[config.mk]
export PLATFORM = sky130hd
export DESIGN_NAME = npcr_dist
export DESIGN_NICKNAME = d
export VERILOG_FILES = /design/src/rtl/assert_macros.svh /design/src/rtl/npcr_pkg.sv /design/src/rtl/npcr_dist.sv
export SDC_FILE = /design/constraint.sdc
export NUM_CORES = 1
export LEC_CHECK = 0
export ABC_AREA = 1
export BUFFER_PORTS_ARGS = -buffer_cell sky130_fd_sc_hd__buf_2
export CAP_MARGIN = 0
export CORE_ASPECT_RATIO = 0.7
export CORE_MARGIN = 4
export CORE_UTILIZATION = 45
export CTS_CLUSTER_DIAMETER = 50
export DETAILED_ROUTE_END_ITERATION = 6
export SYNTH_ARGS = -nofsm -noshare
export SYNTH_HDL_FRONTEND = slang
export SYNTH_SLANG_ARGS = --single-unit
[constraint.sdc]
create_clock -name clk -period 3.3 [get_ports clk]
set_input_delay 0.66 -clock clk [delete_from_list [all_inputs] [get_ports clk]]
set_output_delay 0.66 -clock clk [all_outputs]
set_load 0.02 [all_outputs]
[src/rtl/assert_macros.svh]
// Assertion helpers for the RTL.
`ifndef ASSERT_MACROS_SVH
`define ASSERT_MACROS_SVH

// Property checked on every clock edge outside reset.
`define ASSERT_ALWAYS(label, prop, msg) \
    label: assert property (@(posedge clk) disable iff (!rst_n) prop) else $error(msg);

// Expression that must never be true.
`define ASSERT_NEVER(label, expr, msg) \
    `ASSERT_ALWAYS(label, !(expr), msg)

`endif

[src/rtl/npcr_pkg.sv]
`default_nettype none
package npcr_pkg;

    localparam int PALETTE_SIZE_DEF = 256;
    localparam int COLOR_W          = 24;
    localparam int INDEX_W          = 8;
    localparam int DIST_W           = 18;
    localparam int SQ_W             = 16;
    localparam int CFG_AW           = 3;

    localparam logic [DIST_W-1:0]  DIST_INIT         = '1;
    localparam logic [INDEX_W-1:0] TRANSPARENT_PIXEL = 8'd254;
    localparam logic [INDEX_W-1:0] BACKGROUND_PIXEL  = 8'd255;
    localparam logic [8:0]         SRC_COUNT_RESET   = 9'd256;

    // register index decoded from paddr above the byte offset
    localparam logic [CFG_AW-3:0]  REG_SRC_COUNT     = '0;

    localparam logic KIND_NEAREST = 1'b0;
    localparam logic KIND_PIXEL   = 1'b1;

    typedef enum logic [1:0] {
        ACT_PAL_WRITE = 2'd0,
        ACT_QUERY     = 2'd1,
        ACT_SRC_WRITE = 2'd2,
        ACT_REMAP     = 2'd3
    } action_t;

    typedef enum logic [1:0] {
        ST_IDLE,
        ST_SEARCH,
        ST_WAIT,
        ST_PIXEL
    } state_t;

    typedef struct packed {
        action_t              action;
        logic [INDEX_W-1:0]   entry_index;
        logic [COLOR_W-1:0]   color_rgb;
        logic [INDEX_W-1:0]   pixel_value;
    } cmd_t;

    typedef struct packed {
        logic                 answer_kind;
        logic [INDEX_W-1:0]   nearest_index;
        logic [COLOR_W-1:0]   nearest_color;
        logic [INDEX_W-1:0]   mapped_pixel;
    } result_t;

    // palette entry handed from the ring head to the distance unit
    typedef struct packed {
        logic                 valid;
        logic                 first;
        logic                 last;
        logic [INDEX_W-1:0]   index;
        logic [COLOR_W-1:0]   color;
    } feed_t;

    typedef struct packed {
        logic                 done;
        logic [INDEX_W-1:0]   index;
        logic [COLOR_W-1:0]   color;
    } best_t;

endpackage
`default_nettype wire

[src/rtl/npcr_dist.sv]
`default_nettype none
module npcr_dist
(
    input  wire logic                          clk,
    input  wire logic                          rst_n,
    input  wire logic [npcr_pkg::COLOR_W-1:0]  query_color,
    input  wire npcr_pkg::feed_t               feed,
    output npcr_pkg::best_t                    best
);
    import npcr_pkg::*;

    logic [7:0]         dr;
    logic [7:0]         dg;
    logic [7:0]         db;
    logic [SQ_W-1:0]    sq_r_next;
    logic [SQ_W-1:0]    sq_g_next;
    logic [SQ_W-1:0]    sq_b_next;

    logic [SQ_W-1:0]    sq_r_reg;
    logic [SQ_W-1:0]    sq_g_reg;
    logic [SQ_W-1:0]    sq_b_reg;
    logic               a_valid_reg;
    logic               a_first_reg;
    logic               a_last_reg;
    logic [INDEX_W-1:0] a_index_reg;
    logic [COLOR_W-1:0] a_color_reg;

    logic [DIST_W-1:0]  sum;
    logic               take;
    logic [DIST_W-1:0]  best_dist_reg;
    logic [INDEX_W-1:0] best_index_reg;
    logic [COLOR_W-1:0] best_color_reg;
    logic               done_reg;

    // stage A: per-channel absolute difference and square
    always_comb
    begin
        dr = (feed.color[7:0] > query_color[7:0]) ? feed.color[7:0] - query_color[7:0]
                                                 : query_color[7:0] - feed.color[7:0];
        dg = (feed.color[15:8] > query_color[15:8]) ? feed.color[15:8] - query_color[15:8]
                                                   : query_color[15:8] - feed.color[15:8];
        db = (feed.color[23:16] > query_color[23:16]) ? feed.color[23:16] - query_color[23:16]
                                                     : query_color[23:16] - feed.color[23:16];
        sq_r_next = SQ_W'(dr) * SQ_W'(dr);
        sq_g_next = SQ_W'(dg) * SQ_W'(dg);
        sq_b_next = SQ_W'(db) * SQ_W'(db);
    end

    always_ff @(posedge clk or negedge rst_n)
    begin
        if (!rst_n)
        begin
            a_valid_reg <= 1'b0;
        end
        else
        begin
            a_valid_reg <= feed.valid;
        end
    end

    always_ff @(posedge clk)
    begin
        sq_r_reg    <= sq_r_next;
        sq_g_reg    <= sq_g_next;
        sq_b_reg    <= sq_b_next;
        a_first_reg <= feed.first;
        a_last_reg  <= feed.last;
        a_index_reg <= feed.index;
        a_color_reg <= feed.color;
    end

    // stage B: sum and compare; strict less keeps the lowest index on a tie
    assign sum  = DIST_W'(sq_r_reg) + DIST_W'(sq_g_reg) + DIST_W'(sq_b_reg);
    assign take = a_first_reg || (sum < best_dist_reg);

    always_ff @(posedge clk or negedge rst_n)
    begin
        if (!rst_n)
        begin
            best_dist_reg  <= DIST_INIT;
            best_index_reg <= '0;
            best_color_reg <= '0;
            done_reg       <= 1'b0;
        end
        else
        begin
            done_reg <= a_valid_reg && a_last_reg;
            if (a_valid_reg && take)
            begin
                best_dist_reg  <= sum;
                best_index_reg <= a_index_reg;
                best_color_reg <= a_color_reg;
            end
        end
    end

    assign best.done  = done_reg;
    assign best.index = best_index_reg;
    assign best.color = best_color_reg;

endmodule
`default_nettype wire

* Word level (Yosys, flattened, before mapping)
Cells that the tools add are included.
W data, S select, Z words.
** Word-level totals
- Flip-flop bits (word level) :: 134
- Input bits :: 61
- Output and inout bits :: 33
- Word-level logic and storage cells :: 33
** Operators by class
- Add/sub/neg operators :: 8
- Multipliers :: 3
- $lt $le $gt $ge :: 4
- Mux-type cells :: 3
- Reduce and logical (&&, ||, !) cells :: 3
** Operator list (number)
- $mul A8 B8 Y16 :: 3
- $sub A8 B8 Y8 :: 6
- $gt A8 B8 Y1 :: 3
- $mux W8 :: 3
- $add A17 B16 Y18 :: 1
- $lt A18 B18 Y1 :: 1
- $add A16 B16 Y17 :: 1
- $logic_and A1 B1 Y1 :: 2
- $logic_or A1 B1 Y1 :: 1

* Depth between registers and ports, before layout
- Word-level depth :: 5
- Depth in mapped cells :: 31
- Gate-level depth less buffers :: 31

* Worst setup path after synthesis
OpenSTA, ideal clock, no wires.
- Path type :: in2reg
- From :: input port feed[0] (netlist name)
- To :: register sq_r_reg[13]
- Library setup time :: 112 ps
- Arrival :: 5416 ps
- Required time :: 3188 ps
- Setup slack :: -2229 ps
- Stages :: 29
- Buffers on the path :: 0
- Cell sequence :: inv_1 ha_1 inv_1 fa_1 nand3_1 nand3_1 nand2_1 nand2_1 nand2_4 inv_2 nand2_1 nand2_2 nor2_1 inv_1 fa_1 inv_1 fa_1 inv_1 fa_1 fa_1 inv_1 ha_1 a21oi_1 a21boi_0 o21ai_0 nand2_1 nand2_1 nand2_1 nand2_1
** Between the ends
- Longest elaborated chain between the ends :: 3
- Elaborated cells between the ends (all ways) :: 5
- Those cells by class :: add/sub: 2; mul: 1; order compare: 1; mux: 1
** Ends and longest elaborated chain
- from (decl) :: line npcr_dist.sv:7 : input wire npcr_pkg::feed_t feed,
- $sub A8 B8 Y8 (tied with other cells) :: line npcr_dist.sv:39 : : query_color[7:0] - feed.color[7:0];
- $mux W8 * :: line npcr_dist.sv:38 : dr = (feed.color[7:0] > query_color[7:0]) ? feed.color[7:0] - query_color[7:0]
- $mul A8 B8 Y16 * :: line npcr_dist.sv:44 : sq_r_next = SQ_W'(dr) * SQ_W'(dr);
- via sq_r_next[13] :: line npcr_dist.sv:15 : logic [SQ_W-1:0] sq_r_next;
- to (signal assigned) :: line npcr_dist.sv:63 : sq_r_reg <= sq_r_next;
- to (decl) :: line npcr_dist.sv:19 : logic [SQ_W-1:0] sq_r_reg;
Mark *: on every way through the listed nets, which the timed path passes. The rest lies on a longest branch.
A chain may end at the register's enable or synchronous reset.

* Worst setup path after layout
Ends and elaborated chain as after synthesis.

==> results.tsv <==
metric	value	unit
syn_area	12800	um^2
portBuffers	93	
finalClockSkew	0.0169	ns
clock_path_buffers	2	
critPathRequiredTime	3.64	ns
first_iter_violations	687	
synth_top_area_share	16.2	%
io_pins	94	
cts.hold.buffers_added	0	
final_common_cell	nand2_1	
critical_path_class	in2reg	
synth-seq-cells	131	
grt_pass1_vias	12700	
multiInputGateArea	11500	um^2
cts_tree	yes	
synthAdderAreaFrac	31.4	%
seqCellArea	2920	um^2
ys_seq_area_share	22.7	%
cpPeakStageDelay	0.58	ns
fp.coreArea	27900	um^2
cts_root_buf	clkbuf_16	
mostFrequentLayoutCells	288 x nand2_1, 284 x buf_4, 272 x inv_1	
rrSetupSlack	-0.28	ns
muxShareOfSynthArea	0	%
antenna_found_initial	0	
fin_area	20700	um^2
grt_pass1_wl	63.0	mm
synth_compound_area_share	5.39	%
drc	0	
drtAntennaViolNets	0	
async_flop_share	39.7	%
finalNetCount	2476	
finalMaxSlewViolations	0	
crit_path_max_fanout	5	
crit_arrival	5.23	ns
min_period	4.89	ns
grt_use_total	25.1	%
setup.worst_path.start_class	input pin	
chipWidth	210	um
antennaDiodeCount	0	
max-slew-margin-rel	14.4	%
yosys_warnings	0	
fmax	0.205	GHz
synth_area_leaders	ha_1 16%, fa_1 15%, nand2_1 13%	
synth_ff_type	dfxtp_1	
ys_types	42	
synth-simple-area-share	25.3	%
routedWlPerCell	15.6	um
max-cap-violations	0	
setup_ws	-1.59	ns
rsz0062_at_grt	true	
synth_xor_xnor_area_share	4.10	%
hpwl	27.6	mm
detail_route.vias_per_cell	4.91	
avgSynthCellArea	7.51	um^2
drt_wl_total	39.5	mm
synth_edf_count	0	
clock_latency	0.45	ns
nFillCells	1952	
cts_buffers	17	
dr.pass1.iters	5	
clk_pin_slew	0.06	ns
violations	setup timing	
period_share	148	%
synth_area_leader_cell	ha_1	
slowest_stage	fa_2	
path_buf_inv	7	
die_area	31200	um^2
synth_top_family_by_area	adder cells	
placementRows	51	
hold_violations	0	
vias	12400	
drive_above_1_share	50.1	%
setup_viol	86	
status	complete, but fails checks	
grt_max_degree	53	
cts.sinks	131	
worst_slew_pin_slew	1.28	ns
syn_to_final_growth	61.6	%
initial_core_util	45.9	%
cp-end-kind	flip-flop	
syn_inst	1703	
grt-ovfl-total	0	
htreeDepth	4	
critical_path.top_delay_family	adder cells	
dieHeight	149	um
critPathMostFrequentCell	nand2_1	
placedInstanceArea	16800	um^2
min_path_type	in2async	
place_congestion	0.910	
-- stage by stage --
stage                     utilization (%)  worst slack, ns  cells  hold slack (ns)  TNS [ns]
after floorplan                         -            -1.77   1704            0.364    -50.43
after global placement               60.4            -2.11   2432            0.390    -75.48
after detailed placement             60.4            -2.15   2432            0.396    -81.90
after CTS                            70.3            -1.53   2517            0.212    -51.54
after global routing                 74.1            -1.82   2536            0.230    -73.36
final                                74.1            -1.59   2536            0.218    -59.09
-- logic make-up (layout without fill, tap and decap cells) --
logic type,after synthesis,in the layout
xor gates and xnor gates,59,59
adders and majority gates,263,263
buffers and inverters,370,828
AOI/OAI and AO/OA,121,121
other,2,3
and+or+nand+nor,757,760
DFF,131,131
-- worst reg2reg max path, delay by kind of cell (launching register included) --
kind            cells  cell delay [ns]
compound gates      5             0.82
xor+xnor            1             0.23
simple gates        7             0.61
flops               1             0.32
fa+ha+maj           3             1.14
buf+inv             2             0.37
-- final cells by class --
| cell class | instances | area share [%] |
|---|---|---|
| repair buffers | 451 | 18.3 |
| clock inverters | 15 | 0.938 |
| inverters | 345 | 6.75 |
| multi-input cells | 1206 | 55.6 |
| flip-flops and latches | 131 | 14.1 |
| clock buffers | 17 | 2.06 |
| well taps | 371 | 2.25 |
-- synth_stat cells (18+ instances only) --
library cell and count:
a21oi_1 63, dfrtp_1 34, dfstp_2 18, dfxtp_1 79, fa_1 97, ha_1 166, inv_1 331, nand2_1 452
nand2_2 21, nand3_1 125, nor2_1 112, o21ai_0 21, xnor2_1 21, xor2_1 37
-- per-layer routing --
| metal | track usage [%] | wire length, um | vias to the layer above |
|---|---|---|---|
| li1 | - | - | 6133 |
| met1 | 36.9 | 19200 | 6061 |
| met2 | 38.8 | 18200 | 205 |
| met3 | 4.23 | 1460 | 45 |
| met4 | 6.55 | 686 | 0 |
| met5 | 0 | 0 | - |
-- final timing paths --
path | cells past startpoint | startpoint | end
worst max-delay path | 25 | feed[0] | sq_r_reg[13]
worst min-delay path | 2 | rst_n | done_reg
worst max register to register | 18 | sq_r_reg[6] | best_color_reg[6]
worst min register to register | 2 | a_last_reg | done_reg
max in group asynchronous | 2 | rst_n | best_dist_reg[16]
min in group clk | 1 | feed[30] | a_index_reg[6]
-- repair_timing --
action / 4_1_cts / 5_1_grt
setup endpoints to repair: 86 / 86
gates resized for setup: 344 / 220
gates cloned: 13 / 0
pin swaps: 218 / 113
buffers inserted: 45 / 27
Power is left out: the tool's default activity adds up to more than one toggle a clock period on the data nets, which glitch-free logic cannot reach.
