===== config.mk =====
export PLATFORM = sky130hd
export DESIGN_NAME = npcr_cell
export DESIGN_NICKNAME = d
export VERILOG_FILES = /design/src/rtl/assert_macros.svh /design/src/rtl/npcr_pkg.sv /design/src/rtl/npcr_cell.sv
export SDC_FILE = /design/constraint.sdc
export NUM_CORES = 1
export LEC_CHECK = 0
export BUFFER_PORTS_ARGS = -buffer_cell sky130_fd_sc_hd__buf_2
export CAP_MARGIN = 5
export CORE_ASPECT_RATIO = 1.75
export CORE_UTILIZATION = 37
export CTS_CLUSTER_DIAMETER = 30
export DETAILED_ROUTE_END_ITERATION = 8
export GPL_TIMING_DRIVEN = 1
export PLACE_DENSITY = 0.75
export SYNTH_ARGS = -nofsm -noshare
export SYNTH_HDL_FRONTEND = slang
export SYNTH_SLANG_ARGS = --single-unit
export TNS_END_PERCENT = 20

===== constraint.sdc =====
create_clock -name clk -period 0.8 [get_ports clk]
set_input_delay 0.04 -clock clk [delete_from_list [all_inputs] [get_ports clk]]
set_output_delay 0.04 -clock clk [all_outputs]
set_load 0.02 [all_outputs]

===== src/rtl/assert_macros.svh =====
// Assertion helpers for the RTL.
`ifndef ASSERT_MACROS_SVH
`define ASSERT_MACROS_SVH

// Property checked on every clock edge outside reset.
`define ASSERT_ALWAYS(label, prop, msg) \
    label: assert property (@(posedge clk) disable iff (!rst_n) prop) else $error(msg);

// Expression that must never be true.
`define ASSERT_NEVER(label, expr, msg) \
    `ASSERT_ALWAYS(label, !(expr), msg)

`endif


===== src/rtl/npcr_pkg.sv =====
`default_nettype none
package npcr_pkg;

    localparam int PALETTE_SIZE_DEF = 256;
    localparam int COLOR_W          = 24;
    localparam int INDEX_W          = 8;
    localparam int DIST_W           = 18;
    localparam int SQ_W             = 16;
    localparam int CFG_AW           = 3;

    localparam logic [DIST_W-1:0]  DIST_INIT         = '1;
    localparam logic [INDEX_W-1:0] TRANSPARENT_PIXEL = 8'd254;
    localparam logic [INDEX_W-1:0] BACKGROUND_PIXEL  = 8'd255;
    localparam logic [8:0]         SRC_COUNT_RESET   = 9'd256;

    // register index decoded from paddr above the byte offset
    localparam logic [CFG_AW-3:0]  REG_SRC_COUNT     = '0;

    localparam logic KIND_NEAREST = 1'b0;
    localparam logic KIND_PIXEL   = 1'b1;

    typedef enum logic [1:0] {
        ACT_PAL_WRITE = 2'd0,
        ACT_QUERY     = 2'd1,
        ACT_SRC_WRITE = 2'd2,
        ACT_REMAP     = 2'd3
    } action_t;

    typedef enum logic [1:0] {
        ST_IDLE,
        ST_SEARCH,
        ST_WAIT,
        ST_PIXEL
    } state_t;

    typedef struct packed {
        action_t              action;
        logic [INDEX_W-1:0]   entry_index;
        logic [COLOR_W-1:0]   color_rgb;
        logic [INDEX_W-1:0]   pixel_value;
    } cmd_t;

    typedef struct packed {
        logic                 answer_kind;
        logic [INDEX_W-1:0]   nearest_index;
        logic [COLOR_W-1:0]   nearest_color;
        logic [INDEX_W-1:0]   mapped_pixel;
    } result_t;

    // palette entry handed from the ring head to the distance unit
    typedef struct packed {
        logic                 valid;
        logic                 first;
        logic                 last;
        logic [INDEX_W-1:0]   index;
        logic [COLOR_W-1:0]   color;
    } feed_t;

    typedef struct packed {
        logic                 done;
        logic [INDEX_W-1:0]   index;
        logic [COLOR_W-1:0]   color;
    } best_t;

endpackage
`default_nettype wire


===== src/rtl/npcr_cell.sv =====
`default_nettype none
module npcr_cell
(
    input  wire logic                          clk,
    input  wire logic                          rst_n,
    input  wire logic                          shift,
    input  wire logic                          wr_en,
    input  wire logic [npcr_pkg::COLOR_W-1:0]  wdata,
    input  wire logic [npcr_pkg::COLOR_W-1:0]  neighbor,
    output logic      [npcr_pkg::COLOR_W-1:0]  q
);
    import npcr_pkg::*;

    logic [COLOR_W-1:0] color_reg;
    logic [COLOR_W-1:0] color_next;

    always_comb
    begin
        color_next = color_reg;
        if (wr_en)
        begin
            color_next = wdata;
        end
        else if (shift)
        begin
            color_next = neighbor;
        end
    end

    always_ff @(posedge clk or negedge rst_n)
    begin
        if (!rst_n)
        begin
            color_reg <= '0;
        end
        else
        begin
            color_reg <= color_next;
        end
    end

    assign q = color_reg;

endmodule
`default_nettype wire


**After elaboration in Yosys (flattened, before gate mapping)**

Index checks and enable logic that the tools add are counted.

- Reduce and logical (&&, ||, !) cells: 1
- Mux-type cells: 2

Operators by type and width:

| operator | number |
|---|---|
| $mux W24 | 2 |
| $reduce_bool A2 Y1 | 1 |

- Register bits: 24
- Logic and storage cells: 4
- Bits of input ports: 52

**Depth between registers and ports, before layout**

Gate-level depths: netlist of run 1.

- Word-level depth: 2
- Gate-level depth with buffers: 4
- Depth with buffers taken out: 2

**Least setup slack after synthesis of run 1**

OpenSTA, ideal clock, no wires.

- Kind: register to register
- Start: reg q[10] (netlist name)
- End: reg color_reg[10] (netlist: q[10])
- Arrival: 0.632 ns
- Path slack: 0.036 ns
- Stages on the path, launching flop included: 3
- Path buffers: 0
- Path through: dfrtp_1 -> mux2i_1 -> o21ai_1

RTL lines:

| element | line | RTL |
|---|---|---|
| to (signal assigned) | npcr_cell.sv:38 | `color_reg <= color_next;` |
| to (decl) | npcr_cell.sv:14 | `logic [COLOR_W-1:0] color_reg;` |

**Worst setup path after layout of run 1**

- Start: reg color_reg[8] (netlist: q[8])
- End: out q[8] (netlist bit)

RTL lines:

| element | line | RTL |
|---|---|---|
| to (decl) | npcr_cell.sv:10 | `output logic [npcr_pkg::COLOR_W-1:0] q` |

No word-level cell between the ends.

==> impl_metrics.py, run 1 <==
metrics = {
    "global_route": {
        "first_global_vias": 1150,
        "grt_max_degree": 49,
        "grt_first_pass_wirelength_um": 4864,
        "gr-usage-all-layers_pct": 20.22,
        "antenna_found_initial": 0,
        "grt-ovfl-total": 0,
    },
    "clocking": {
        "maximum_number_of_buffers_from_clock_root_to_sink": 2,
        "h_tree_depth_reported_by_cts": 1,
        "clkSinkCount": 24,
        "cts_tree": "done",
        "worst_skew_pair.late_latency_ps": 260,
        "path_clk_slew_ps": 80,
        "tritoncts.num_buffers": 3,
        "cts-root-buf": "sky130_fd_sc_hd__clkbuf_8",
    },
    "logic_synthesis": {
        "synth.avg_cell_area_um2": 10.84,
        "synthesis.nets": 156,
        "ys.warnings.count": 0,
        "synth_cell_types": 10,
        "syn-instance-count": 104,
        "seq_area_frac_synth_pct": 53.27,
        "syn_area_mm2": 0.001127,
        "ys_seq_elements": 24,
    },
    "final_layout": {
        "antenna_cells_inserted": 0,
        "finalNonFillerCells": 233,
        "largest_reg_flops": 24,
        "fin_nets": 258,
        "final_core_util_pct": 66.47,
        "layout_common_cells": "64 x sky130_fd_sc_hd__buf_2, 24 x sky130_fd_sc_hd__mux2i_1, 24 x sky130_fd_sc_hd__nand2_1, 24 x sky130_fd_sc_hd__dlygate4sd3_1, 24 x sky130_fd_sc_hd__dfrtp_1",
        "multi_input_area_um2": 450.4,
        "layout_commonest_cell": "sky130_fd_sc_hd__buf_2",
        "fill_cells": 226,
        "flow.area_growth_from_synthesis_pct": 70.70,
        "total_area_of_sequential_cells_um2": 600.6,
        "post_route_cells_drive_above_1_share_pct": 41.46,
    },
    "floorplanning": {
        "die_h_um": 75.02,
        "io_pins": 76,
        "rows": 26,
        "die_area_mm2": 0.003280,
        "start_util_pct": 38.94,
        "dieWidth_um": 43.73,
        "core-area_mm2": 0.002895,
    },
    "drt": {
        "route.detailed.drc": 7,
        "routed_wl_um": 3353,
        "detail-route-antenna-nets": 0,
        "avgRoutedWirePerCell_um": 14.39,
        "via_per_inst": 4.996,
        "detailed_route_iter0_violations": 25,
        "drtPass1Iterations": 6,
        "detailroute.via_count": 1164,
    },
    "worst_setup_path": {
        "cp.required_ps": 760,
        "max_stage_delay_ps": 400,
        "crit_start": "q[8]$_DFFE_PN0P_",
        "slowest_stage": "sky130_fd_sc_hd__dfrtp_1",
        "launching_point_of_the_worst_reg2reg_path": "q[8]$_DFFE_PN0P_",
        "start_kind": "register",
        "cp.buffers_inverters": 1,
        "critical_path.cell_chain": "buf_2",
        "crit_family": "flip-flops",
        "timing.critical_path.to_type": "primary output",
        "critPathMaxFanout": 2,
        "cp_data_arrival_time_ps": 820,
        "worstSetupPathType": "reg2out",
    },
    "sta": {
        "finalHoldViolations": 0,
        "timing_worst_slew_pin_value_ps": 553.1,
        "fin_worst_hold_slack_ps": 18.65,
        "timing.max_slew.rel_slack_pct": 63.13,
        "final_critical_path_setup_slack_ps": -58.32,
        "rsz0062_at_grt": "yes",
        "final_min_period_over_clock_period_pct": 107.3,
        "period_needed_ps": 858.3,
        "finalMaxSlewViolations": 0,
        "fin_skew_ps": 0,
        "setup_viol": 27,
        "fmax_mhz": 1165,
    },
    "power_and_ir_drop": {
        "max-vdd-ir-drop_mv": 1.372,
        "power.density_cell_area_mw_per_mm2": 1719,
        "static-leakage-power_nw": 1.016,
    },
    "job": {
        "cap_violations": 0,
    },
    "hold_path": {
        "hp-class": "in2reg",
        "worstHoldStart": "wdata[4]",
    },
    "run_status": {
        "run_status": "complete, but fails checks",
        "violations_in_the_final_reports": "DRC, setup timing",
    },
    "place": {
        "gp_routability_congestion": 0.7083,
        "place.detailed.instances": 202,
        "numPortBuffers": 75,
        "detailedPlace.worstSlack_ps": 15.66,
        "place.detailed.hpwl_um": 2122,
    },
}
stage by stage:
stage / area (um^2) / setup TNS (ps) / power, mW
6_report: 1924 / -1179 / 3.308
5_1_grt: 1924 / -2243 / 3.479
4_1_cts: 1892 / -1413 / 3.316
3_5_place_dp: 1521 / 0 / 2.095
3_3_place_gp: 1521 / 0 / 2.073
2_1_floorplan: 1127 / 0 / 1.788
layout make-up:
type | instances | area share, %
timing repair buffer | 105 | 39.86
clock buffer | 3 | 2.146
multi-input combinational | 72 | 23.41
sequential | 24 | 31.21
tap | 28 | 1.821
clock inverter | 1 | 1.560
repair_timing:
item / in CTS / in global routing
endpoints found under the hold margin: 47 / 0
cloned: 0 / 0
setup buffers: 2 / 1
endpoints found under the setup margin: 24 / 30
hold buffers: 24 / 0
resized for setup: 14 / 8
report_power, final:
part           leakage, nW  total, mW  switching [mW]  internal (mW)
clock               0.0357       1.05           0.377          0.668
sequential           0.289       1.40          0.0730           1.32
combinational        0.691      0.865           0.415          0.450
total                 1.02       3.31           0.865           2.44
per-layer routing:
| layer | GRT usage, % | wire [um] | vias up |
|---|---|---|---|
| met1 | 18.60 | 1199 | 550 |
| met3 | 2.398 | 185 | 4 |
| li1 | - | - | 556 |
| met2 | 40.63 | 1905 | 54 |
| met4 | 11.11 | 63 | 0 |
| met5 | 0 | 0 | - |
path summary, 6_finish.rpt:
path | endpoint | slack (ps) | cells after the start
max | q[8] | -60 | 1
min | q[4]$_DFFE_PN0P_ | 20 | 3
max reg2reg | q[8]$_DFFE_PN0P_ | -30 | 3
min reg2reg | q[5]$_DFFE_PN0P_ | 560 | 2
max in group asynchronous | q[22]$_DFFE_PN0P_ | 140 | 2
min in group asynchronous | q[18]$_DFFE_PN0P_ | 290 | 2
cell usage after synthesis, drive strengths merged:
| cell type | number | area (um^2) |
|---|---|---|
| clkbuf | 2 | 7.510 |
| mux2i | 24 | 240.2 |
| nand2 | 24 | 90.09 |
| dfrtp | 24 | 600.6 |
| buf | 6 | 68.82 |
| o21ai | 24 | 120.1 |
cell families (layout without fill, tap and decap cells):
kind of cell / after synthesis / after routing / share of synthesized area, %
AO/OA/AOI/OAI: 24 / 24 / 10.66
buffers and inverters: 8 / 109 / 6.771
flip-flops: 24 / 24 / 53.27
multiplexers: 24 / 24 / 21.31
AND/OR/NAND/NOR: 24 / 24 / 7.991
(Power assumes the default switching activity.)
==> inputs of run 2 (changes only) <==
--- a/config.mk
+++ b/config.mk
@@ -12,6 +12,7 @@
 export CTS_CLUSTER_DIAMETER = 30
 export DETAILED_ROUTE_END_ITERATION = 8
 export GPL_TIMING_DRIVEN = 1
+export MAX_ROUTING_LAYER = met4
 export PLACE_DENSITY = 0.75
 export SYNTH_ARGS = -nofsm -noshare
 export SYNTH_HDL_FRONTEND = slang
==> run 2 against run 1 <==
The run still ends with DRC, setup timing left. Combinational power about the same. Clock skew unchanged. Global-route usage up 0.52 points. Register-to-register slack about the same. Wire length up 0.75%. Flip-flop and latch count unchanged. Critical endpoint unchanged. Largest cell class unchanged.
==> impl_metrics.py, run 2 (synthesis gave the netlist of run 1 again) <==
metrics = {
    "sta": {
        "fmax_mhz": 1164,
        "period_needed_ps": 859.4,
        "setup_viol": 27,
        "timing_worst_slew_pin_value_ps": 548.5,
        "fin_worst_hold_slack_ps": 17.12,
        "timing.max_slew.rel_slack_pct": 63.43,
        "finalMaxSlewViolations": 0,
        "finalHoldViolations": 0,
        "rsz0062_at_grt": "yes",
        "fin_skew_ps": 0,
        "setup_total_negative_slack_ps": -1198,
        "final_min_period_over_clock_period_pct": 107.4,
        "final_critical_path_setup_slack_ps": -59.36,
    },
    "final_layout": {
        "fill_cells": 226,
        "fin_nets": 258,
        "antenna_cells_inserted": 0,
        "finalNonFillerCells": 233,
        "post_route_cells_drive_above_1_share_pct": 41.46,
        "layout_commonest_cell": "sky130_fd_sc_hd__buf_2",
        "largest_reg_flops": 24,
        "flow.area_growth_from_synthesis_pct": 70.70,
        "layout_common_cells": "64 x sky130_fd_sc_hd__buf_2, 24 x sky130_fd_sc_hd__mux2i_1, 24 x sky130_fd_sc_hd__nand2_1, 24 x sky130_fd_sc_hd__dlygate4sd3_1, 24 x sky130_fd_sc_hd__dfrtp_1",
    },
    "clocking": {
        "cts_tree": "done",
        "tritoncts.num_buffers": 3,
        "worst_skew_pair.late_latency_ps": 260,
        "clkSinkCount": 24,
        "path_clk_slew_ps": 80,
        "h_tree_depth_reported_by_cts": 1,
        "cts-root-buf": "sky130_fd_sc_hd__clkbuf_8",
        "maximum_number_of_buffers_from_clock_root_to_sink": 2,
    },
    "drt": {
        "routed_wl_um": 3378,
        "route.detailed.drc": 7,
        "detailroute.via_count": 1160,
        "detailed_route_iter0_violations": 25,
        "via_per_inst": 4.979,
        "avgRoutedWirePerCell_um": 14.50,
        "drtPass1Iterations": 6,
        "detail-route-antenna-nets": 0,
    },
    "worst_setup_path": {
        "cp_data_arrival_time_ps": 820,
        "slowest_stage": "sky130_fd_sc_hd__dfrtp_1",
        "max_stage_delay_ps": 400,
        "timing.critical_path.to_type": "primary output",
        "crit_family": "flip-flops",
        "critPathMaxFanout": 2,
        "start_kind": "register",
        "worstSetupPathType": "reg2out",
        "cp.required_ps": 760,
        "cp.buffers_inverters": 1,
        "critical_path.cell_chain": "buf_2",
    },
    "power_and_ir_drop": {
        "static-leakage-power_nw": 1.016,
        "max-vdd-ir-drop_mv": 1.372,
        "power.density_cell_area_mw_per_mm2": 1721,
    },
    "floorplanning": {
        "rows": 26,
        "dieWidth_um": 43.73,
        "io_pins": 76,
        "core-area_mm2": 0.002895,
        "die_h_um": 75.02,
        "die_area_mm2": 0.003280,
        "start_util_pct": 38.94,
    },
    "place": {
        "detailedPlace.worstSlack_ps": 15.66,
        "gp_routability_congestion": 0.7163,
        "place.detailed.hpwl_um": 2122,
        "numPortBuffers": 75,
        "place.detailed.instances": 202,
    },
    "run_status": {
        "violations_in_the_final_reports": "DRC, setup timing",
        "run_status": "complete, but fails checks",
    },
    "global_route": {
        "grt_first_pass_wirelength_um": 4836,
        "antenna_found_initial": 0,
        "grt-ovfl-total": 0,
        "gr-usage-all-layers_pct": 20.74,
        "first_global_vias": 1155,
        "grt_max_degree": 49,
    },
    "job": {
        "cap_violations": 0,
    },
    "hold_path": {
        "hp-class": "in2reg",
    },
}
run 2: cell counts in the layout (fill, tap and decap cells not counted):
No cell type changed its count.
run 2: final cells by class:
class                   count  area (um^2)  share of cell area [%]
clock inverters             1        30.03                   1.560
repair buffers            105        767.0                   39.86
well taps                  28        35.03                   1.821
flip-flops and latches     24        600.6                   31.21
clock buffers               3        41.29                   2.146
multi-input cells          72        450.4                   23.41
run 2: power breakdown:
group	total, mW	internal (mW)	switching (mW)	leakage [nW]
Sequential	1.40	1.32	0.0735	0.289
Clock	1.05	0.668	0.379	0.0357
Combinational	0.867	0.451	0.416	0.691
Total	3.31	2.44	0.869	1.02
run 2: worst paths after layout:
path | from | to | slack, ps | cells past startpoint
min in group asynchronous | rst_n | q[18]$_DFFE_PN0P_ | 290 | 2
max in group asynchronous | rst_n | q[22]$_DFFE_PN0P_ | 150 | 2
hold / removal | wdata[4] | q[4]$_DFFE_PN0P_ | 20 | 3
setup / recovery | q[8]$_DFFE_PN0P_ | q[8] | -60 | 1
setup reg to reg | q[8]$_DFFE_PN0P_ | q[8]$_DFFE_PN0P_ | -30 | 3
hold reg to reg | q[5]$_DFFE_PN0P_ | q[5]$_DFFE_PN0P_ | 560 | 2
run 2: what timing repair did:
item,CTS,global route
endpoints found under the setup margin,24,30
resized for setup,14,8
setup buffers,2,1
endpoints found under the hold margin,47,0
hold buffers,24,0
run 2: per-stage QoR:
step	utilization, %	instance area (um^2)	total power, mW
after floorplan	-	1127	1.788
after global routing	66.47	1924	3.479
after CTS	65.34	1892	3.316
after global placement	52.55	1521	2.073
final	66.47	1924	3.312
after detailed placement	52.55	1521	2.095
run 2: layer usage:
metal  wire length (um)  track usage [%]  share of wire [%]
met2               1880            40.30                 56
met3                179            2.158                5.3
met4                 89            11.81                2.6
met1               1228            18.45                 36
met5                  0                -                  0
